<file path="config.mk">
export PLATFORM = sky130hd
export DESIGN_NAME = ptc_regs
export DESIGN_NICKNAME = d
export VERILOG_FILES = /design/src/hdl/ptc_pkg.sv /design/src/hdl/ptc_regs.sv
export SDC_FILE = /design/constraint.sdc
export NUM_CORES = 1
export LEC_CHECK = 0
export ABC_AREA = 1
export ABC_CLOCK_PERIOD_IN_PS = 1100
export BUFFER_PORTS_ARGS = -buffer_cell sky130_fd_sc_hd__clkbuf_2
export CAP_MARGIN = 20
export CORE_MARGIN = 2
export CORE_UTILIZATION = 39
export DETAILED_ROUTE_END_ITERATION = 8
export PLACE_DENSITY = 0.65
export SLEW_MARGIN = 10
export SYNTH_ARGS = -nofsm -noshare
export SYNTH_HDL_FRONTEND = slang
export SYNTH_SLANG_ARGS = --single-unit
</file>
<file path="constraint.sdc">
create_clock -name clk -period 1.1 [get_ports clk]
set_input_delay 0.055 -clock clk [delete_from_list [all_inputs] [get_ports clk]]
set_output_delay 0.055 -clock clk [all_outputs]
set_load 0.02 [all_outputs]
</file>
<file path="src/hdl/ptc_pkg.sv">
// Shared types and constants of the pressure and temperature compensation block.
// Used by every other file of the block; depends on nothing.
package ptc_pkg;

    // Field widths
    localparam int RAW_T_W = 16;
    localparam int RAW_P_W = 24;
    localparam int COEF_W  = 16;
    localparam int TEMP_W  = 15;
    localparam int PRESS_W = 21;

    // Datapath widths
    localparam int TSQ_W   = 31;   // square of the centered temperature
    localparam int QUAD_W  = 23;   // quadratic term after the 2^24 scaling
    localparam int SENS_W  = 28;   // widest sensitivity (middle point)
    localparam int DIFF_W  = 29;   // signed differences of sensitivities
    localparam int PROD_W  = 2 * DIFF_W;
    localparam int NUM_W   = 60;   // signed numerator and divisor
    localparam int MAG_W   = NUM_W - 1;
    localparam int KMUL_W  = 22;   // 15000 << frac bits, up to eight frac bits
    localparam int SPLIT_W = 30;   // low slice of the magnitude for the scaling multiply
    localparam int SCALED_W = MAG_W + KMUL_W;

    // Calibration constants
    localparam logic [23:0]        SENS_LOW_BASE  = 24'd3670016;
    localparam logic [23:0]        SENS_HIGH_BASE = 24'd12058624;
    localparam logic [14:0]        TEMP_SCALE     = 15'd17500;
    localparam logic signed [15:0] TEMP_OFFSET    = 16'sd4500;
    localparam logic [PRESS_W-1:0] PRESS_MAX      = '1;

    // Register indexes
    localparam logic [1:0] REG_SENS_LOW  = 2'd0;
    localparam logic [1:0] REG_SENS_MID  = 2'd1;
    localparam logic [1:0] REG_SENS_HIGH = 2'd2;
    localparam logic [1:0] REG_OFFSET    = 2'd3;

    localparam int APB_ADDR_W = 4;
    localparam int APB_DATA_W = 32;

    localparam int QUEUE_DEPTH = 4;

    typedef struct packed {
        logic [COEF_W-1:0] sens_low;
        logic [COEF_W-1:0] sens_mid;
        logic [COEF_W-1:0] sens_high;
        logic [COEF_W-1:0] offset;
    } ptc_coef_t;

    // One classified item between front and back
    typedef struct packed {
        logic signed [TEMP_W-1:0] temp_centi;
        logic [MAG_W-1:0]         num_mag;
        logic [MAG_W-1:0]         den_mag;
        logic                     div_fault;
        logic                     positive;
    } ptc_item_t;

endpackage

</file>
<file path="src/hdl/ptc_regs.sv">
// APB register file holding the four factory calibration words.
// Depends on ptc_pkg.
module ptc_regs (
    input  logic                               clk,
    input  logic                               rst_n,
    input  logic                               psel,
    input  logic                               penable,
    input  logic                               pwrite,
    input  logic [ptc_pkg::APB_ADDR_W-1:0]     paddr,
    input  logic [ptc_pkg::APB_DATA_W-1:0]     pwdata,
    output logic [ptc_pkg::APB_DATA_W-1:0]     prdata,
    output logic                               pready,
    output ptc_pkg::ptc_coef_t                 coef
);

    ptc_pkg::ptc_coef_t coef_reg;
    logic [1:0]         index;
    logic               wr_en;
    logic [ptc_pkg::COEF_W-1:0] rd_word;

    assign index  = paddr[3:2];
    assign wr_en  = psel && penable && pwrite;
    assign pready = 1'b1;
    assign coef   = coef_reg;

    // Write the addressed word
    always_ff @(posedge clk or negedge rst_n)
    begin
        if (!rst_n)
        begin
            coef_reg <= '0;
        end
        else if (wr_en)
        begin
            unique case (index)
                ptc_pkg::REG_SENS_LOW:  coef_reg.sens_low  <= pwdata[ptc_pkg::COEF_W-1:0];
                ptc_pkg::REG_SENS_MID:  coef_reg.sens_mid  <= pwdata[ptc_pkg::COEF_W-1:0];
                ptc_pkg::REG_SENS_HIGH: coef_reg.sens_high <= pwdata[ptc_pkg::COEF_W-1:0];
                ptc_pkg::REG_OFFSET:    coef_reg.offset    <= pwdata[ptc_pkg::COEF_W-1:0];
                default:                coef_reg           <= coef_reg;
            endcase
        end
    end

    // Read back
    always_comb
    begin
        unique case (index)
            ptc_pkg::REG_SENS_LOW:  rd_word = coef_reg.sens_low;
            ptc_pkg::REG_SENS_MID:  rd_word = coef_reg.sens_mid;
            ptc_pkg::REG_SENS_HIGH: rd_word = coef_reg.sens_high;
            ptc_pkg::REG_OFFSET:    rd_word = coef_reg.offset;
            default:                rd_word = '0;
        endcase
    end

    assign prdata = {{(ptc_pkg::APB_DATA_W - ptc_pkg::COEF_W){1'b0}}, rd_word};

endmodule

</file>
Word level (Yosys, flattened, before mapping)
Cells that the tools add are included.
Widths: inputs -> output; s select.
- bits of input ports: 41
- output and inout bits: 97
- logic and storage cells: 15
- bits in registers: 64
- eq/ne operators: 3
- reduce and logical (&&, ||, !) cells: 7
- mux-type cells: 1
- operator list (cell ; number):
    $pmux 16 s4 ; 1
    $reduce_and 2->1 ; 4
    $eq 2x2->1 const B ; 2
    $eq 2x1->1 const B ; 1
    $logic_and 1x1->1 ; 2
    $logic_not 2->1 ; 1

Logic depth before layout (Yosys ltp)
Gate-level depths: netlist of the first run.
- depth in word-level cells: 3
- mapped depth: 8
- gate-level depth less buffers: 6

Worst setup path after synthesis of the first run
OpenSTA, ideal clock, no wires.
- path type: input to output
- from: input port paddr[3] in the netlist's numbering
- to: output port prdata[10] in the netlist's numbering
- buffers on the path: 2
- data required time: 1.045 ns
- stages: 5
- data arrival time: 0.817 ns
- setup slack: 0.228 ns
- cells stage by stage: buf_6 nor2_4 buf_2 nand2_1 nand4_1
- word-level cells in the longest chain between the ends: 2
- elaborated cells on any way between the ends: 5
- classes of those cells: 3 x eq/ne; 1 x mux; 1 x reduce/logical
- RTL lines (item ; RTL line ; source):
    start, declared ; ptc_regs.sv:9 ; input logic [ptc_pkg::APB_ADDR_W-1:0] paddr,
    $eq 2x2->1, or another cell as far along ; ptc_regs.sv:48 ; unique case (index)
    $pmux 16 s4 * ; ptc_regs.sv:48 ;
    end, declared ; ptc_regs.sv:11 ; output logic [ptc_pkg::APB_DATA_W-1:0] prdata,
Mark *: on every way between the ends. The rest lies on a longest branch, timed or not.

Worst setup path after layout of the first run
- from: register coef_reg (netlist bit coef[2])
- to: output port prdata[2] in the netlist's numbering
- word-level cells in the longest chain between the ends: 1
- RTL lines (item ; RTL line ; source):
    start, declared ; ptc_regs.sv:16 ; ptc_pkg::ptc_coef_t coef_reg;
    start signal, assigned ; ptc_regs.sv:40 ; default: coef_reg <= coef_reg;
    $pmux 16 s4 ; ptc_regs.sv:48 ;
No other way between the ends.

==> results of run 1 <==
==> routing by layer <==
layer  track usage, %  vias to the layer above  part of all wire (%)
li1                 -                     1620                     -
met1             30.7                     1676                    41
met2             39.2                      156                    50
met3             4.39                       29                   5.8
met4             10.6                        0                   2.5
met5                0                        -                     0
==> cells in the mapped netlist (all sizes together) <==
cell type,count,area [um^2]
nand4,16,100
nor2,6,76.3
dfrtp,64,1600
conb,2,7.51
buf,35,280
inv,6,32.5
nand2,217,867
nand3,49,258
clkbuf,1,3.75
==> worst max-delay path, stage by stage (launching register included) <==
cell      delay, ns
dfrtp_1        0.40
nand3_1        0.12
nand4_1        0.15
clkbuf_8       0.19
==> final timing paths <==
kind	from	endpoint	slack, ns
max	coef[2]	prdata[2]	-0.17
max reg2reg	coef[2]	coef[2]	0.31
min reg2reg	coef[9]	coef[9]	0.51
max in group asynchronous	rst_n	coef[38]	0.54
min in group asynchronous	rst_n	coef[50]	0.25
min	penable	coef[46]	0.15
==> kinds of logic (layout without fill, tap and decap cells) <==
group	count (synthesis)	in the layout	synth area share [%]
and+or+nand+nor	288	288	40.3
DFF	64	64	49.6
buffers and inverters	42	230	9.81
other	2	17	0.233
==> metrics by stage <==
stage	hold slack (ns)	total power, mW	TNS [ns]
floorplan	-0.241	4.71	0
global placement	0.0992	5.61	0
detailed placement	0.102	5.66	0
CTS	0.145	8.31	-1.09
global route	0.196	9.40	-2.14
finish	0.155	8.97	-1.24
==> repair_timing <==
item / CTS / global route
hold buffers: 17 / 0
endpoints found under the hold margin: 128 / 0
buffers inserted: 58 / 5
resized for setup: 34 / 154
pin swaps: 34 / 19
endpoints found under the setup margin: 16 / 64
==> layout make-up <==
class	instances	area, um^2	area share, %
clock buffer	10	128	2.48
clock inverter	6	36.3	0.704
tap	105	131	2.55
timing repair buffer	208	1840	35.6
inverter	6	32.5	0.631
sequential	64	1600	31.1
multi-input combinational	305	1390	27.0
==> where the power goes <==
part           switching, mW  internal (mW)  total, mW
registers              0.332           2.83       3.17
clock network          0.941          0.804       1.74
logic                   2.05           2.01       4.06
total                   3.32           5.65       8.97
==> impl_metrics.tcl, run 1 <==
set metrics [dict create \
    status "complete, but fails checks" \
    violations "setup timing" \
    critPathArrivalTime_ns 1.21 \
    grt_pass1_wl_um 16000 \
    critPathRequiredTime_ns 1.04 \
    min_period_over_period_pct 115 \
    vias 3481 \
    die_area_um2 9020 \
    ys_seq_area_share_pct 49.6 \
    final_cell_mix "208 x nand2_1, 80 x buf_4, 64 x dfrtp_1" \
    hold_viol 0 \
    syn-cell-area_um2 3230 \
    via_per_inst 4.94 \
    drtAntennaViolNets 0 \
    hold_class "input port to register" \
    io_buffers 102 \
    ys_seq_elements 64 \
    antenna_found_initial 0 \
    worstPathMaxFanout 2 \
    dieWidth_um 95.0 \
    grt_max_degree 65 \
    p_per_area_nw_per_um2 1740 \
    ys_warn_count 0 \
    start_util_pct 39.7 \
    syn_avg_cell_area_um2 8.15 \
    slew_viol_final 0 \
    placed_area_um2 3850 \
    cts_tree "done" \
    grt_usage_pct 23.9 \
    fp.dieH_um 95.0 \
    start_kind "register" \
    layout_min_cycle_time_ns 1.27 \
    largest_register_ffs 64 \
    rsz0062_at_grt "true" \
    cp-end-kind "output pin" \
    core_um2 8130 \
    final_cells 704 \
    synth_cell_type_count 17 \
    diodes 0 \
    syn_to_final_growth_pct 59.8 \
    dp_hpwl_um 6540 \
    fmax_mhz 788 \
    finClkSkew_ns 0 \
    synth_cells 396 \
    num-fill-cells 642 \
    drtIter0Drc 284 \
    cts.sinks 64 \
    htreeDepth 3 \
    hold_depth 5 \
    path_class "register to output pin" \
    place_ws_ns 0.0308 \
    cts_inserted_buffers 9 \
    cts_buffer_depth 2 \
    drc 0 \
    num_rows 33 \
    ios 138 \
    grt_pass1_vias 3218 \
    nets 635 \
    dp.cells 608 \
    fin_util_pct 63.4 \
    cts_root_buf "clkbuf_8" \
    grt-ovfl-total 0 \
    finalInstanceArea_um2 5150 \
    power.leakage_nw 2.85 \
    first_pass_iters 5 \
    drive_above_1_share_pct 38.6 \
    path_clk_slew_ns 0.08 \
    final_common_cell "nand2_1" \
    clk_latency_ns 0.35 \
    routed_wl_um 11100 \
    place.gp.congestion 0.764 \
    maxCapViolCount 0 \
    setup_viol 17 \
    ir_worst_vdd_mv 0.863 \
    reg2reg_depth 3 \
    setup_slack_ns -0.169 \
    wire_per_inst_um 15.8 \
]
Power figures use the tool's default switching activity.
==> inputs of run 2 (changes only) <==
- ABC_CLOCK_PERIOD_IN_PS: 1100 -> 1300
- clock period: 1.1 -> 1.3 ns (I/O delays scaled with it)
==> run 2 against run 1 <==
Effect of this change: the flow now finishes without violations; non-clock buffer count is 69 lower; cell area is 19% lower; sequential power is 13% lower; routed wire length is 15% lower; worst hold slack better by 0.020 ns; clock-buffer cell count is 1 higher; critical endpoint is now prdata[0].
==> impl_metrics.tcl, run 2 (same netlist as run 1, synthesis figures left out) <==
set metrics [dict create \
    die_area_um2 9020 \
    vias 3097 \
    met3_length_um 522 \
    num_rows 33 \
    ir_worst_vdd_mv 0.757 \
    path_clk_slew_ns 0.07 \
    grt_pass1_vias 2828 \
    worstPathMaxFanout 3 \
    ios 138 \
    start_kind "register" \
    finalInstanceArea_um2 4160 \
    drt-met1-wl_um 4240 \
    top_layer "met4" \
    htreeDepth 3 \
    multi_input_area_um2 1370 \
    placed_area_um2 3810 \
    largest_register_ffs 64 \
    grt_usage_pct 22.0 \
    fin_setup_tns_ns 0 \
    drive_above_1_share_pct 29.6 \
    cp-end-kind "output pin" \
    finalPower_mw 6.33 \
    grt_pass1_wl_um 14900 \
    slew_viol_final 0 \
    worst_path_max_delay_cell "dfrtp_1" \
    grt-ovfl-total 0 \
    seq_area_um2 1600 \
    power.leakage_nw 2.36 \
    syn_to_final_growth_pct 28.9 \
    final_cell_mix "208 x nand2_1, 102 x clkbuf_2, 64 x dfrtp_1" \
    layout_min_cycle_time_ns 1.24 \
    clk_latency_ns 0.35 \
    dp_hpwl_um 6470 \
    fmax_mhz 806 \
    nets 566 \
    grt_max_degree 65 \
    p_per_area_nw_per_um2 1520 \
    hold_viol 0 \
    num-fill-cells 794 \
    start_util_pct 39.7 \
    status "finished, final reports clean" \
    via_per_inst 4.88 \
    critPathArrivalTime_ns 1.18 \
    min_period_over_period_pct 95.4 \
    first_pass_iters 4 \
    post_cts_resized 0 \
    dp.cells 601 \
    ff2ff_setup_slack_ns 0.56 \
    setup_viol 0 \
    drc 0 \
    worstPathCellList "nand3_1 -> nand4_1 -> clkbuf_2" \
    final_common_cell "nand2_1" \
    diodes 0 \
    cts_tree "done" \
    cts_buffer_depth 2 \
    place.gp.congestion 0.796 \
    wl_met2_um 4480 \
    core_um2 8130 \
    io_buffers 102 \
    critPathRequiredTime_ns 1.24 \
    slowest_delay_ns 0.41 \
    hold_class "input port to register" \
    drtAntennaViolNets 0 \
    dieWidth_um 95.0 \
    finClkSkew_ns 0 \
    cts_root_buf "clkbuf_8" \
    cts_inserted_buffers 9 \
    antenna_found_initial 0 \
    routed_wl_um 9450 \
    wire_per_inst_um 14.9 \
    rsz0062_at_grt "false" \
    maxCapViolCount 0 \
    cts.sinks 64 \
    path_class "register to output pin" \
    final_cells 635 \
    drtIter0Drc 170 \
    fp.dieH_um 95.0 \
]
-- run 2: path summary, 6_finish.rpt --
path / startpoint / endpoint / cells after the start
min in group asynchronous: rst_n / coef[50] / 3
max in group asynchronous: rst_n / coef[63] / 3
setup / recovery: coef[0] / prdata[0] / 3
setup reg to reg: coef[27] / coef[27] / 3
hold reg to reg: coef[45] / coef[45] / 2
hold / removal: penable / coef[52] / 5
-- run 2: metal layers --
layer | vias to the layer above | track usage (%)
met5 | - | 0
met4 | 0 | 9.42
met3 | 17 | 4.15
met2 | 110 | 34.8
met1 | 1489 | 29.7
li1 | 1481 | -
-- run 2: report_power, final --
| part | switching (mW) | internal (mW) | total (mW) | leakage, nW |
|---|---|---|---|---|
| Combinational | 1.36 | 0.664 | 2.02 | 1.46 |
| Clock | 0.808 | 0.737 | 1.54 | 0.0813 |
| Sequential | 0.369 | 2.40 | 2.77 | 0.813 |
| Total | 2.53 | 3.80 | 6.33 | 2.36 |
-- run 2: layout make-up --
cell class,count,share of cell area (%)
clock inverters,5,0.782
well taps,105,3.16
repair buffers,139,20.6
inverters,6,0.782
clock buffers,11,3.40
flip-flops and latches,64,38.5
multi-input cells,305,32.8
-- run 2: worst max-delay path: cells and delay by family (launching register included) --
family                 cells  cell delay [ns]
buffers and inverters      1             0.19
DFF                        1             0.41
and+or+nand+nor            2             0.23
-- run 2: stage by stage --
step | utilization, % | setup WS (ns) | hold WS, ns
2_1_floorplan | - | 0.408 | -0.231
3_3_place_gp | 46.8 | 0.172 | 0.111
3_5_place_dp | 46.8 | 0.128 | 0.116
4_1_cts | 51.1 | 0.0539 | 0.172
5_1_grt | 51.1 | 0.0239 | 0.200
6_report | 51.1 | 0.0593 | 0.174
-- run 2: what timing repair did --
item | CTS | global route
setup endpoints to repair | 0 | 1
setup buffers | 0 | 1
hold buffers | 17 | 0
endpoints found under the hold margin | 127 | 0
==> inputs of run 3 (changes only) <==
- CORE_MARGIN: 2 -> not set
- CORE_UTILIZATION: 39 -> 47
- MAX_ROUTING_LAYER: not set -> met4
- PLACE_DENSITY: 0.65 -> 0.76
==> run 3 against run 2 <==
Effect of this change: the flow now finishes with violations (DRC); worst setup slack better by 0.052 ns; clock-buffer cell count is 1 higher; worst hold slack better by 0.015 ns; clock power is 3% lower; cell area is 1.7% lower; via count is 1.1% higher; sequential power hardly changed; first-iteration DRC count is 41% higher; sequential share of layout area is 0.67 points higher; register-to-register slack better by 0.06 ns; flip-flop and latch count stayed put; utilization is 12 points higher; critical path type unchanged.
==> impl_metrics.tcl, run 3 (same netlist as run 1, synthesis figures left out) <==
set metrics [dict create \
    post_cts_resized 0 \
    hold_buffers 17 \
    clk_latency_ns 0.33 \
    grt_pass1_wl_um 14600 \
    ff2ff_setup_slack_ns 0.62 \
    endpoint "prdata[13]" \
    min_period_over_period_pct 91.4 \
    path_clk_slew_ns 0.06 \
    routed_wl_um 8900 \
    power.leakage_nw 2.35 \
    worstPathCellList "nand3_1 -> nand4_1 -> clkbuf_2" \
    layout_min_cycle_time_ns 1.19 \
    final_cell_mix "208 x nand2_1, 102 x clkbuf_2, 64 x dfrtp_1" \
    status "complete, but fails checks" \
    first_pass_iters 9 \
    drtIter0Drc 240 \
    setup_viol 0 \
    top_layer "met4" \
    nets 563 \
    maxCapViolCount 0 \
    slowest_delay_ns 0.41 \
    diodes 0 \
    cts_setup_buffers 0 \
    die_area_um2 7200 \
    rr_startpoint "coef[9]" \
    finalInstanceArea_um2 4090 \
    seq_area_um2 1600 \
    fin_setup_tns_ns 0 \
    hold_viol 0 \
    met3_length_um 461 \
    num_rows 29 \
    final_common_cell "nand2_1" \
    htreeDepth 3 \
    fmax_mhz 841 \
    grt_pass1_vias 2922 \
    drtAntennaViolNets 0 \
    path_class "register to output pin" \
    fp.dieH_um 84.9 \
    multi_input_area_um2 1370 \
    largest_register_ffs 64 \
    drive_above_1_share_pct 29.1 \
    crit_start "coef[45]" \
    worst_path_max_delay_cell "dfrtp_1" \
    hold_class "input port to register" \
    placed_area_um2 3750 \
    grt_max_degree 65 \
    dieWidth_um 84.9 \
    critPathArrivalTime_ns 1.12 \
    worstPathMaxFanout 3 \
    wire_per_inst_um 14.8 \
    syn_to_final_growth_pct 26.7 \
    core_um2 6490 \
    rsz0062_at_grt "false" \
    finClkSkew_ns 0 \
    cts_tree "done" \
    via_per_inst 5.19 \
    vias 3130 \
    cts_root_buf "clkbuf_8" \
    reg2reg_depth 2 \
    dp_hpwl_um 6150 \
    grt_usage_pct 27.3 \
    num-fill-cells 579 \
    place.gp.congestion 0.819 \
    ios 138 \
    ir_worst_vdd_mv 0.656 \
    drc 10 \
    cts_buffer_depth 2 \
    grt-ovfl-total 0 \
    slew_viol_final 0 \
    cts.sinks 64 \
    critPathRequiredTime_ns 1.24 \
    antenna_found_initial 0 \
    r2r_end "coef[9]" \
    io_buffers 102 \
    start_util_pct 49.7 \
    drt-met1-wl_um 3840 \
    cp-end-kind "output pin" \
    wl_met2_um 4450 \
    violations "DRC" \
    cts_inserted_buffers 9 \
    p_per_area_nw_per_um2 1530 \
    start_kind "register" \
]
[run 3: how the worst min path moves through the flow]
stage	endpoint	cells past startpoint	from
finish	coef[11]	5	penable
global route	coef[11]	5	penable
CTS	coef[11]	5	penable
detailed placement	coef[1]	2	rst_n
global placement	coef[48]	2	rst_n
floorplan	coef[0]	0	rst_n
[run 3: per-layer routing]
| metal | vias up | GRT usage (%) |
|---|---|---|
| met2 | 131 | 43.1 |
| met4 | 0 | 10.8 |
| met5 | - | - |
| met3 | 14 | 3.79 |
| li1 | 1472 | - |
| met1 | 1513 | 35.9 |
[run 3: cell type report]
class | count | share of cell area (%)
flip-flops and latches | 64 | 39.2
multi-input cells | 305 | 33.4
repair buffers | 136 | 20.1
clock buffers | 12 | 3.79
well taps | 77 | 2.36
inverters | 6 | 0.796
clock inverters | 3 | 0.428
[run 3: worst max-delay path, delay by kind of cell (launching register included)]
kind          cells  cell delay, ns
flops             1            0.41
simple gates      2            0.21
buf+inv           1            0.17
[run 3: where the power goes]
group	total [mW]	switching (mW)	internal, mW
sequential	2.77	0.365	2.40
combinational	2.00	1.34	0.654
clock	1.50	0.723	0.779
[run 3: through the flow]
step           instances  util (%)  hold WS (ns)  setup WS, ns  total power [mW]
5_1_grt              603      63.0         0.188        0.0383              6.60
6_report             603      63.0         0.189         0.111              6.26
2_1_floorplan        411         -        -0.231         0.408              3.99
4_1_cts              603      63.0         0.180        0.0983              6.30
3_3_place_gp         571      57.7         0.105         0.118              4.70
3_5_place_dp         571      57.7         0.106        0.0985              4.76
