$ cat src/hdl/ptc_pkg.sv
// Shared types and constants of the pressure and temperature compensation block.
// Used by every other file of the block; depends on nothing.
package ptc_pkg;

    // Field widths
    localparam int RAW_T_W = 16;
    localparam int RAW_P_W = 24;
    localparam int COEF_W  = 16;
    localparam int TEMP_W  = 15;
    localparam int PRESS_W = 21;

    // Datapath widths
    localparam int TSQ_W   = 31;   // square of the centered temperature
    localparam int QUAD_W  = 23;   // quadratic term after the 2^24 scaling
    localparam int SENS_W  = 28;   // widest sensitivity (middle point)
    localparam int DIFF_W  = 29;   // signed differences of sensitivities
    localparam int PROD_W  = 2 * DIFF_W;
    localparam int NUM_W   = 60;   // signed numerator and divisor
    localparam int MAG_W   = NUM_W - 1;
    localparam int KMUL_W  = 22;   // 15000 << frac bits, up to eight frac bits
    localparam int SPLIT_W = 30;   // low slice of the magnitude for the scaling multiply
    localparam int SCALED_W = MAG_W + KMUL_W;

    // Calibration constants
    localparam logic [23:0]        SENS_LOW_BASE  = 24'd3670016;
    localparam logic [23:0]        SENS_HIGH_BASE = 24'd12058624;
    localparam logic [14:0]        TEMP_SCALE     = 15'd17500;
    localparam logic signed [15:0] TEMP_OFFSET    = 16'sd4500;
    localparam logic [PRESS_W-1:0] PRESS_MAX      = '1;

    // Register indexes
    localparam logic [1:0] REG_SENS_LOW  = 2'd0;
    localparam logic [1:0] REG_SENS_MID  = 2'd1;
    localparam logic [1:0] REG_SENS_HIGH = 2'd2;
    localparam logic [1:0] REG_OFFSET    = 2'd3;

    localparam int APB_ADDR_W = 4;
    localparam int APB_DATA_W = 32;

    localparam int QUEUE_DEPTH = 4;

    typedef struct packed {
        logic [COEF_W-1:0] sens_low;
        logic [COEF_W-1:0] sens_mid;
        logic [COEF_W-1:0] sens_high;
        logic [COEF_W-1:0] offset;
    } ptc_coef_t;

    // One classified item between front and back
    typedef struct packed {
        logic signed [TEMP_W-1:0] temp_centi;
        logic [MAG_W-1:0]         num_mag;
        logic [MAG_W-1:0]         den_mag;
        logic                     div_fault;
        logic                     positive;
    } ptc_item_t;

endpackage

$ cat src/hdl/ptc_queue.sv
// Short queue of classified items between the front and back pipelines.
// Depends on ptc_pkg.
module ptc_queue (
    input  logic               clk,
    input  logic               rst_n,
    input  logic               push,
    input  ptc_pkg::ptc_item_t push_item,
    output logic               full,
    input  logic               pop,
    output logic               empty,
    output ptc_pkg::ptc_item_t pop_item
);

    localparam int DEPTH = ptc_pkg::QUEUE_DEPTH;
    localparam int PTR_W = $clog2(DEPTH);
    localparam int CNT_W = $clog2(DEPTH + 1);

    ptc_pkg::ptc_item_t slot_reg [DEPTH];
    logic [PTR_W-1:0]   wr_ptr_reg, rd_ptr_reg;
    logic [CNT_W-1:0]   count_reg;

    assign full     = (count_reg == CNT_W'(DEPTH));
    assign empty    = (count_reg == '0);
    assign pop_item = slot_reg[rd_ptr_reg];

    // Advance pointers and count
    always_ff @(posedge clk or negedge rst_n)
    begin
        if (!rst_n)
        begin
            wr_ptr_reg <= '0;
            rd_ptr_reg <= '0;
            count_reg  <= '0;
        end
        else
        begin
            if (push)
            begin
                wr_ptr_reg <= wr_ptr_reg + 1'b1;
            end
            if (pop)
            begin
                rd_ptr_reg <= rd_ptr_reg + 1'b1;
            end
            priority if (push && !pop)
            begin
                count_reg <= count_reg + 1'b1;
            end
            else if (pop && !push)
            begin
                count_reg <= count_reg - 1'b1;
            end
            else
            begin
                count_reg <= count_reg;
            end
        end
    end

    // Store the pushed item
    always_ff @(posedge clk)
    begin
        if (push)
        begin
            slot_reg[wr_ptr_reg] <= push_item;
        end
    end

    a_queue_bound: assert property (@(posedge clk) disable iff (!rst_n)
        count_reg <= CNT_W'(DEPTH))
        else $error("queue count beyond depth");

    a_queue_fill: assert property (@(posedge clk) disable iff (!rst_n)
        (push && !pop) |=> (count_reg == $past(count_reg) + 1'b1))
        else $error("queue lost a pushed item");

endmodule

$ cat config.mk
export PLATFORM = sky130hd
export DESIGN_NAME = ptc_queue
export DESIGN_NICKNAME = d
export VERILOG_FILES = /design/src/hdl/ptc_pkg.sv /design/src/hdl/ptc_queue.sv
export SDC_FILE = /design/constraint.sdc
export NUM_CORES = 1
export LEC_CHECK = 0
export BUFFER_PORTS_ARGS = -buffer_cell sky130_fd_sc_hd__buf_2
export CORE_ASPECT_RATIO = 0.75
export CORE_UTILIZATION = 45
export DETAILED_ROUTE_END_ITERATION = 8
export PLACE_DENSITY = 0.65
export RECOVER_POWER = 25
export SLEW_MARGIN = 15
export SYNTH_ARGS = -nofsm -noshare
export SYNTH_HDL_FRONTEND = slang
export SYNTH_SLANG_ARGS = --single-unit
$ cat constraint.sdc
create_clock -name clk -period 4.7 [get_ports clk]
set_clock_uncertainty 0.05 [all_clocks]
set_input_delay 0.47 -clock clk [delete_from_list [all_inputs] [get_ports clk]]
set_output_delay 0.47 -clock clk [all_outputs]
set_load 0.1 [all_outputs]
# Word level (Yosys, flattened, before mapping)
# Memories as Yosys holds them, arrays and structs flattened.
# Cells that the tools add are included.
dict set report totals {
  mem_bits_rw 540
  wordCells 19
  mem_count 1
  output_inout_bits 137
  inputBits 139
  reg_bits 7
}
dict set report classes {
  addsub 4
  reduce_logical 6
  n_eq_ne 1
  mux 4
}
# name words width read_ports rd_ports_with_merged_regs wr line_no
set mem_list {}
lappend mem_list {slot_reg 4 135 1 0 1 ptc_queue.sv:18} ;# ptc_pkg::ptc_item_t slot_reg [DEPTH];
# cell n
set op_table {}
lappend op_table {{2-to-1 mux 3 bit} 2}
lappend op_table {{adder 2 x 1 -> 2 bit, second input constant} 2}
lappend op_table {{adder 3 x 1 -> 3 bit, second input constant} 1}
lappend op_table {{== test 3 bit, second input constant} 1}
lappend op_table {{zero test 3 bit} 1}
lappend op_table {{subtractor 3 x 1 -> 3 bit, second input constant} 1}
lappend op_table {{logical AND 1 bit} 2}
lappend op_table {{zero test 1 bit} 2}
lappend op_table {{2-to-1 mux 1 bit} 2}
lappend op_table {{nonzero test 2 bit} 1}

# Logic depth before layout (Yosys ltp)
# Gate-level depths: netlist (run 1).
dict set report depth {
  depth_word 4
  ltp_mapped 7
  depth_no_buf 7
}

# Worst setup path before layout (run 1)
# No wires, ideal clock.
dict set report synth_path {
  path_kind {reg2reg}
  from {register wr_ptr_reg[0]}
  to {memory slot_reg[2][0] in the netlist's numbering, enable pin}
  n_path_buf 0
  synth_period_minus_slack_ns 4.270
  setup_ns 0.510
  required_time_ns 4.140
  setup_slack_ns 0.430
  arrival_time_ns 3.710
  path_stages_with_launch 4
  cell_sequence {dfrtp_1 inv_1 ha_1 and2_1}
}
# element line_no
set synth_lines {}
lappend synth_lines {{from (decl)} ptc_queue.sv:19} ;# logic [PTR_W-1:0] wr_ptr_reg, rd_ptr_reg;
lappend synth_lines {{from (signal assigned)} ptc_queue.sv:39} ;# wr_ptr_reg <= wr_ptr_reg + 1'b1;
lappend synth_lines {{to (decl)} ptc_queue.sv:18}
# No word-level cell before the write port.

==> impl_metrics.tcl, run 1 <==
set metrics [dict create \
    ioPinCount 276 \
    path_cells "buf_4, mux4_2, buf_2" \
    place_ws_ns 1.87 \
    yosys-top-cells-area "edfxtp_1 82%, mux4_2 15%, dfrtp_1 0.88%" \
    initial_core_util_pct 45.7 \
    syn_avg_cell_area_sq_um 26.9 \
    drt_iter0_drc 515 \
    die_y_microns 184 \
    critPathRequiredTime_ns 4.18 \
    clk_path_buf_depth 3 \
    r2r-end "slot_reg[2][18]" \
    crit_buf_inv 2 \
    criticalPathCategory "reg -> out" \
    synth_cells 739 \
    clock_latency_ns 0.57 \
    fp-row-count 66 \
    status "complete, no violations" \
    dieArea_sq_um 45000 \
    cp-start-kind "flop" \
    endpoint "pop_item[9]" \
    yosysUniqueCellTypes 19 \
    die_x_microns 245 \
    antenna_found_initial 6 \
    hpwl_microns 22000 \
    setup_viol 0 \
    crit_fanout 37 \
    htree_levels 2 \
    max_freq_mhz 299 \
    fin_crit_sh_pct 71.1 \
    io_buffer_count 275 \
    cp.arrival_ns 2.82 \
    crit_start "rd_ptr_reg[0]" \
    area_growth_pct 18.5 \
    synth_flop_cell "edfxtp_1" \
    setup_tns_ns 0 \
    cp_top_family "flip-flops" \
    grt_max_degree 73 \
    nets 1201 \
    grt.overflow.total 0 \
    max_slew_margin_pct 43.0 \
    min_path_type "in -> reg" \
    track_usage_pct 16.9 \
    cp.depth 3 \
    drc 0 \
    drv_slew 0 \
    largest_reg_flops 540 \
    maxCapViolCount 0 \
    synth_top_area_share_pct 81.6 \
    rsz0062_at_grt "false" \
    post-route-worst-setup-slack_ns 1.36 \
    finalHoldViolCount 0 \
    layout_min_cycle_time_ns 3.34 \
    cts_tree "built" \
    worst_pin_slew_ns 0.856 \
    synth_area_sq_um 19900 \
    postCtsSetupRepairBufs 0 \
    cts.clk_slew.worst_paths_ns 0.06 \
    reg2reg_from "wr_ptr_reg[0]" \
    yosysWarnings 0 \
    clock_sinks 547 \
    yosys.area.top_type "edfxtp_1" \
    ff2ff_path_depth 4 \
    gp_congestion 0.707 \
    postRouteAntennaNets 0 \
    ctsRootBufferMaster "clkbuf_16" \
    slowest_delay_ns 0.95 \
    drt-vias-per-instance 5.26 \
    numCtsBuffers 53 \
    r2r_setup_slack_ns 2.34 \
    core_sq_um 43400 \
    synth-edff-count 540 \
    grt_pass1_vias 9451 \
    synth_nets 884 \
    synthArstFlopShare_pct 1.28 \
    wl_microns 37400 \
    critPathCaptureType "output port" \
    cp_slowest_cell "dfrtp_4" \
    post-route-util_pct 54.2 \
    synth-seq-cells 547 \
    drive_above_1_share_pct 38.5 \
    avgRoutedWirePerCell_microns 22.4 \
    seq_area_frac_synth_pct 82.5 \
    drtPass1Iterations 4 \
    grt_first_pass_wirelength_microns 57300 \
    vias 8805 \
]
cells in the mapped netlist, types with 2 or more instances:
cell      number
edfxtp_1     540
xnor2_1        2
buf_4          8
buf_2         13
ha_1           5
mux4_2       135
and2_1         4
buf_6          8
xor2_1         4
inv_1          4
dfrtp_1        7
nand2_1        2
layout make-up:
cell class | count | area, sq um
clock inverters | 25 | 228
fillers | 3375 | 19900
well taps | 578 | 723
flip-flops and latches | 547 | 16400
inverters | 4 | 15.0
clock buffers | 67 | 1420
diodes | 3 | 7.51
repair buffers | 292 | 1500
multi-input cells | 158 | 3250
layout by cell type (no fill, tap or decap), types with 2 or more instances in the layout:
cell type,netlist,layout
clkinv_2,0,12
buf_12,0,8
inv_1,4,4
edfxtp_1,540,540
buf_4,8,8
diode_2,0,3
xor2_1,4,4
mux4_2,135,135
clkbuf_16,0,55
bufinv_16,0,4
nand2_1,2,2
and2_4,0,4
clkbuf_1,0,98
dfrtp_1,7,5
xnor2_1,2,2
buf_2,13,189
ha_1,5,5
dfrtp_4,0,2
clkinv_1,0,6
per-layer routing:
layer	up-vias	share of wire (%)	GRT usage, %
met4	4	1.4	3.93
li1	3841	-	-
met1	4658	43	23.7
met2	250	49	26.9
met5	-	0.067	0
met3	52	6.6	4.29
logic make-up (layout without fill, tap and decap cells):
kind of cell,after synthesis,in the layout,synth area share (%)
adder cells (fa/ha/maj),6,6,0.416
AND/OR/NAND/NOR,9,9,0.246
buffers and inverters,34,388,1.18
other,0,3,0
AO/OA/AOI/OAI,1,1,0.0252
flip-flops,547,547,82.5
multiplexers,136,136,15.4
XOR/XNOR,6,6,0.265
through the flow:
stage / std cells / instance area (sq um) / hold slack [ns]
after floorplan: 739 / 19900 / 0.124
after global placement: 1578 / 22000 / 0.265
after detailed placement: 1578 / 22000 / 0.264
after CTS: 1671 / 23600 / 0.0250
after global routing: 1671 / 23500 / 0.0517
final: 1674 / 23500 / 0.0488
timing repair:
| item | in CTS | in global routing |
|---|---|---|
| setup endpoints to repair | 0 | 0 |
| endpoints found under the hold margin | 7 | 0 |
| hold buffers | 1 | 0 |
| gates resized for setup | 0 | 0 |
how the worst min path moves through the flow:
stage	startpoint	endpoint	slack, ns	cells past startpoint
after global placement	rst_n	count_reg[2]	0.27	1
after CTS	pop	rd_ptr_reg[0]	0.02	2
after detailed placement	rst_n	count_reg[2]	0.26	1
after floorplan	rst_n	count_reg[0]	0.12	0
after global routing	pop	rd_ptr_reg[0]	0.05	2
final	pop	rd_ptr_reg[0]	0.05	2
Power of run 1 is left out: the tool's default activity adds up to more than one toggle a clock period on the data nets, which glitch-free logic cannot reach.
==> run 2, diff against run 1 <==
clock period = 3.2 ns   (was 4.7 ns; I/O delays follow)
==> run 2 against run 1 <==
Compared with the run above:
- non-clock buffer count is 155 higher
- register-to-register slack worse by 1.2 ns
- utilization grew 3.6 points
- wire length rose by 2.3%
- worst hold slack better by 0.0019 ns
- cell count is 9.1% higher
- design area grew 6.6%
- sequential cell count unchanged
- first-iteration DRC count up 16%
==> impl_metrics.tcl, run 2 (synthesized netlist as in run 1, its figures left out) <==
set metrics [dict create \
    status "complete, no violations" \
    htree_levels 2 \
    clock_sinks 547 \
    setup_viol 0 \
    initial_core_util_pct 45.7 \
    cts.clk_slew.worst_paths_ns 0.06 \
    drv_slew 0 \
    finalHoldViolCount 0 \
    top_usage_layer "met2" \
    hpwl_microns 23100 \
    vias 9344 \
    core_sq_um 43400 \
    r2r-end "slot_reg[2][80]" \
    reg2reg_from "wr_ptr_reg[0]" \
    fin_crit_sh_pct 91.9 \
    io_buffer_count 275 \
    die_y_microns 184 \
    gp_congestion 0.720 \
    maxCapViolCount 0 \
    worst_pin_slew_ns 0.722 \
    fp-row-count 66 \
    fin_area_sq_um 25100 \
    antenna_found_initial 1 \
    nets 1354 \
    gr-usage-met2_pct 27.4 \
    ctsRootBufferMaster "clkbuf_16" \
    grt_max_degree 75 \
    criticalPathCategory "reg -> out" \
    drc 0 \
    clock_latency_ns 0.55 \
    die_x_microns 245 \
    cp-start-kind "flop" \
    min_from "push" \
    clk_path_buf_depth 3 \
    max_freq_mhz 340 \
    crit_fanout 20 \
    final_cell_mix "540 x edfxtp_1, 195 x buf_2, 137 x dlygate4sd3_1" \
    dpl_cell_area_sq_um 22300 \
    numCtsBuffers 51 \
    drtPass1Iterations 4 \
    min_path_type "in -> reg" \
    ctsResizeCount 0 \
    ff2ff_path_depth 4 \
    setup_tns_ns 0 \
    cts_tree "built" \
    fill_cells 3212 \
    avgRoutedWirePerCell_microns 21.0 \
    rsz0062_at_grt "false" \
    grt_pass1_vias 9917 \
    use_met3_pct 4.44 \
    r2r_setup_slack_ns 1.15 \
    grt_first_pass_wirelength_microns 58100 \
    postCtsSetupRepairBufs 0 \
    max_slew_margin_pct 51.8 \
    slowest_delay_ns 0.70 \
    drive_above_1_share_pct 35.3 \
    path_cells "buf_12, buf_12, mux4_2, buf_2" \
    grt.overflow.total 0 \
    crit_path_frequent_cell "buf_12" \
    crit_buf_inv 3 \
    cp_top_family "buffers and inverters" \
    critPathRequiredTime_ns 2.83 \
    hold_depth 2 \
    cp_slowest_cell "dfrtp_4" \
    final_common_cell "edfxtp_1" \
    hold_end "wr_ptr_reg[0]" \
    dieArea_sq_um 45000 \
    largest_reg_flops 540 \
    postRouteAntennaNets 0 \
    drt-vias-per-instance 5.12 \
    cp.arrival_ns 2.57 \
    area_growth_pct 26.3 \
    wl_microns 38300 \
    track_usage_pct 17.1 \
    ioPinCount 276 \
    layout_min_cycle_time_ns 2.94 \
    drt_iter0_drc 599 \
    critPathCaptureType "output port" \
    grt_use_met1_pct 23.6 \
]
[run 2: cell count changes in the layout (fill, tap and decap cells not counted), sizes merged]
cell and delta:
inv -1, buf +25, diode -2, clkinvlp +1, bufinv -1, clkinv -1, dlygate4sd3 +136, clkbuf -5
[run 2: worst max-delay path by stage]
stage	from	end	slack (ns)	cells after the start
2_1_floorplan	count_reg[0]	full	0.18	1
3_3_place_gp	rd_ptr_reg[0]	pop_item[11]	0.81	4
3_5_place_dp	rd_ptr_reg[0]	pop_item[11]	0.79	4
4_1_cts	rd_ptr_reg[0]	pop_item[11]	0.18	4
5_1_grt	rd_ptr_reg[0]	pop_item[3]	0.10	4
6_report	rd_ptr_reg[0]	pop_item[26]	0.26	4
[run 2: final cells by class]
cell class / instances / area, sq um / area share, %
sequential: 547 / 16400 / 65.3
multi-input combinational: 158 / 3250 / 13.0
timing repair buffer: 447 / 3140 / 12.5
clock buffer: 68 / 1380 / 5.51
tap: 578 / 723 / 2.88
clock inverter: 23 / 189 / 0.753
inverter: 4 / 15.0 / 0.0598
antenna: 1 / 2.50 / 0.00997
[run 2: stage by stage]
stage	setup slack (ns)	std cells	util [%]	hold WS, ns
2_1_floorplan	0.177	739	-	-0.0256
3_3_place_gp	0.810	1597	51.2	0.115
3_5_place_dp	0.793	1597	51.2	0.126
4_1_cts	0.179	1825	58.0	0.00568
5_1_grt	0.100	1826	57.8	0.0402
6_report	0.259	1826	57.8	0.0507
[run 2: repair_timing]
item / CTS / global route
hold endpoints to repair: 549 / 0
hold buffers: 137 / 0
setup endpoints to repair: 0 / 0
[run 2: worst register-to-register path: stages, from the launching register on]
cell	delay, ns
dfrtp_1	0.42
inv_1	0.10
ha_1	0.14
and2_4	0.60
buf_4	0.41
[run 2: routing by layer]
metal  share of wire (%)  vias up
li1                    -     4147
met1                  43     4899
met2                  49      251
met3                 6.5       47
met4                 1.7        0
met5                   0        -
Power of run 2 is left out for the same reason.
==> run 3, diff against run 2 <==
CORE_ASPECT_RATIO = 1.75   (was 0.75)
PLACE_DENSITY = 0.68   (was 0.65)
clock period = 2.4 ns   (was 3.2 ns; I/O delays follow)
==> run 3 against run 2 <==
Compared with the run above:
- the flow now finishes with violations (setup timing)
- register-to-register slack worse by 0.55 ns
- sequential share of layout area is 3.7 points lower
- wire length grew 16%
- via count increased by 3.7%
- non-clock buffer count is 31 higher
- critical endpoint is now pop_item[19]
==> impl_metrics.tcl, run 3 (synthesized netlist as in run 1, its figures left out) <==
set metrics [dict create \
    post-route-worst-setup-slack_ns -0.0876 \
    grt_max_degree 60 \
    layout_min_cycle_time_ns 2.49 \
    drtPass1Iterations 6 \
    cp-start-kind "flop" \
    die_y_microns 280 \
    setup_viol 124 \
    cp_top_family "buffers and inverters" \
    slowest_delay_ns 0.51 \
    fin_cells 1840 \
    finalHoldViolCount 0 \
    wl_met2_microns 25300 \
    postRouteAntennaNets 0 \
    clock_latency_ns 0.54 \
    avgRoutedWirePerCell_microns 24.0 \
    dieArea_sq_um 45000 \
    cts_tree "built" \
    post-route-util_pct 61.2 \
    io_buffer_count 275 \
    hpwl_microns 26300 \
    fin_area_sq_um 26600 \
    track_usage_pct 19.4 \
    nets 1382 \
    core_sq_um 43500 \
    fp-row-count 101 \
    die_x_microns 161 \
    topRoutingLayerUsed "met5" \
    path_cells "buf_12, buf_16, clkbuf_16, mux4_2, buf_6" \
    largest_reg_flops 540 \
    status "complete, but fails checks" \
    dp.cells 1588 \
    max_slew_margin_pct 66.7 \
    m1WireLength_microns 15300 \
    drc 0 \
    grt_first_pass_wirelength_microns 64200 \
    drt-vias-per-instance 5.26 \
    wl_microns 44200 \
    dr_wl_met3_microns 1760 \
    drive_above_1_share_pct 36.9 \
    htree_levels 2 \
    violations "setup timing" \
    initial_core_util_pct 45.7 \
    final_common_cell "edfxtp_1" \
    drv_slew 0 \
    final_cell_mix "540 x edfxtp_1, 140 x dlygate4sd3_1, 135 x mux4_2" \
    clk_path_buf_depth 3 \
    maxCapViolCount 0 \
    grt.overflow.total 0 \
    grt_pass1_vias 10661 \
    area_growth_pct 33.9 \
    ioPinCount 276 \
    crit_fanout 7 \
    critPathRequiredTime_ns 2.11 \
    dpl_cell_area_sq_um 22400 \
    max_freq_mhz 402 \
    ctsRootBufferMaster "clkbuf_16" \
    worst_pin_slew_ns 0.503 \
    numCtsBuffers 48 \
    cts.clk_slew.worst_paths_ns 0.06 \
    criticalPathCategory "reg -> out" \
    rsz0062_at_grt "true" \
    drt_iter0_drc 563 \
    min_path_type "in -> reg" \
    critPathCaptureType "output port" \
    clock_sinks 547 \
    fin_crit_sh_pct 104 \
    crit_buf_inv 4 \
    vias 9686 \
    cp.arrival_ns 2.20 \
    cp_slowest_cell "dfrtp_4" \
    antenna_found_initial 5 \
    gp_congestion 0.741 \
]
## run 3: cell count changes in the layout (fill, tap and decap cells not counted), sizes merged
cell	delta
clkinvlp	-1
dlygate4sd3	+3
buf	+31
clkbuf	-7
diode	+1
bufinv	-1
## run 3: worst paths after layout
| kind | startpoint | to | slack, ns | cells past startpoint |
|---|---|---|---|---|
| worst min register to register | count_reg[2] | count_reg[2] | 0.46 | 1 |
| worst max register to register | wr_ptr_reg[1] | slot_reg[1][14] | 0.60 | 4 |
| min in group asynchronous | rst_n | rd_ptr_reg[1] | 0.56 | 3 |
| worst max-delay path | rd_ptr_reg[0] | pop_item[19] | -0.09 | 5 |
| worst min-delay path | push_item[81] | slot_reg[2][81] | 0.41 | 2 |
| max in group asynchronous | rst_n | count_reg[0] | 0.95 | 4 |
## run 3: layout make-up
class	instances	area, sq um
diodes	2	5.00
clock buffers	64	1280
clock inverters	21	156
fillers	3026	16900
inverters	4	15.0
multi-input cells	158	3260
flip-flops and latches	547	16400
well taps	566	708
repair buffers	478	4780
## run 3: per-layer routing
layer / global-route usage (%) / up-vias
li1: - / 4211
met1: 21.1 / 5089
met2: 37.0 / 288
met3: 3.11 / 92
met4: 8.47 / 6
met5: 0 / -
## run 3: through the flow
step	setup TNS [ns]	setup slack [ns]	hold slack, ns
2_1_floorplan	0	0.333	-0.106
6_report	-4.78	-0.0876	0.409
4_1_cts	-8.73	-0.145	0.357
5_1_grt	-13.59	-0.149	0.396
3_3_place_gp	0	0.331	0.0522
3_5_place_dp	0	0.338	0.0543
## run 3: timing repair
action / CTS / global route
hold endpoints to repair: 551 / 0
hold buffers: 140 / 0
setup endpoints to repair: 129 / 127
cloned: 5 / 5
buffers inserted: 10 / 7
resized for setup: 288 / 37
Power of run 3 is left out for the same reason.
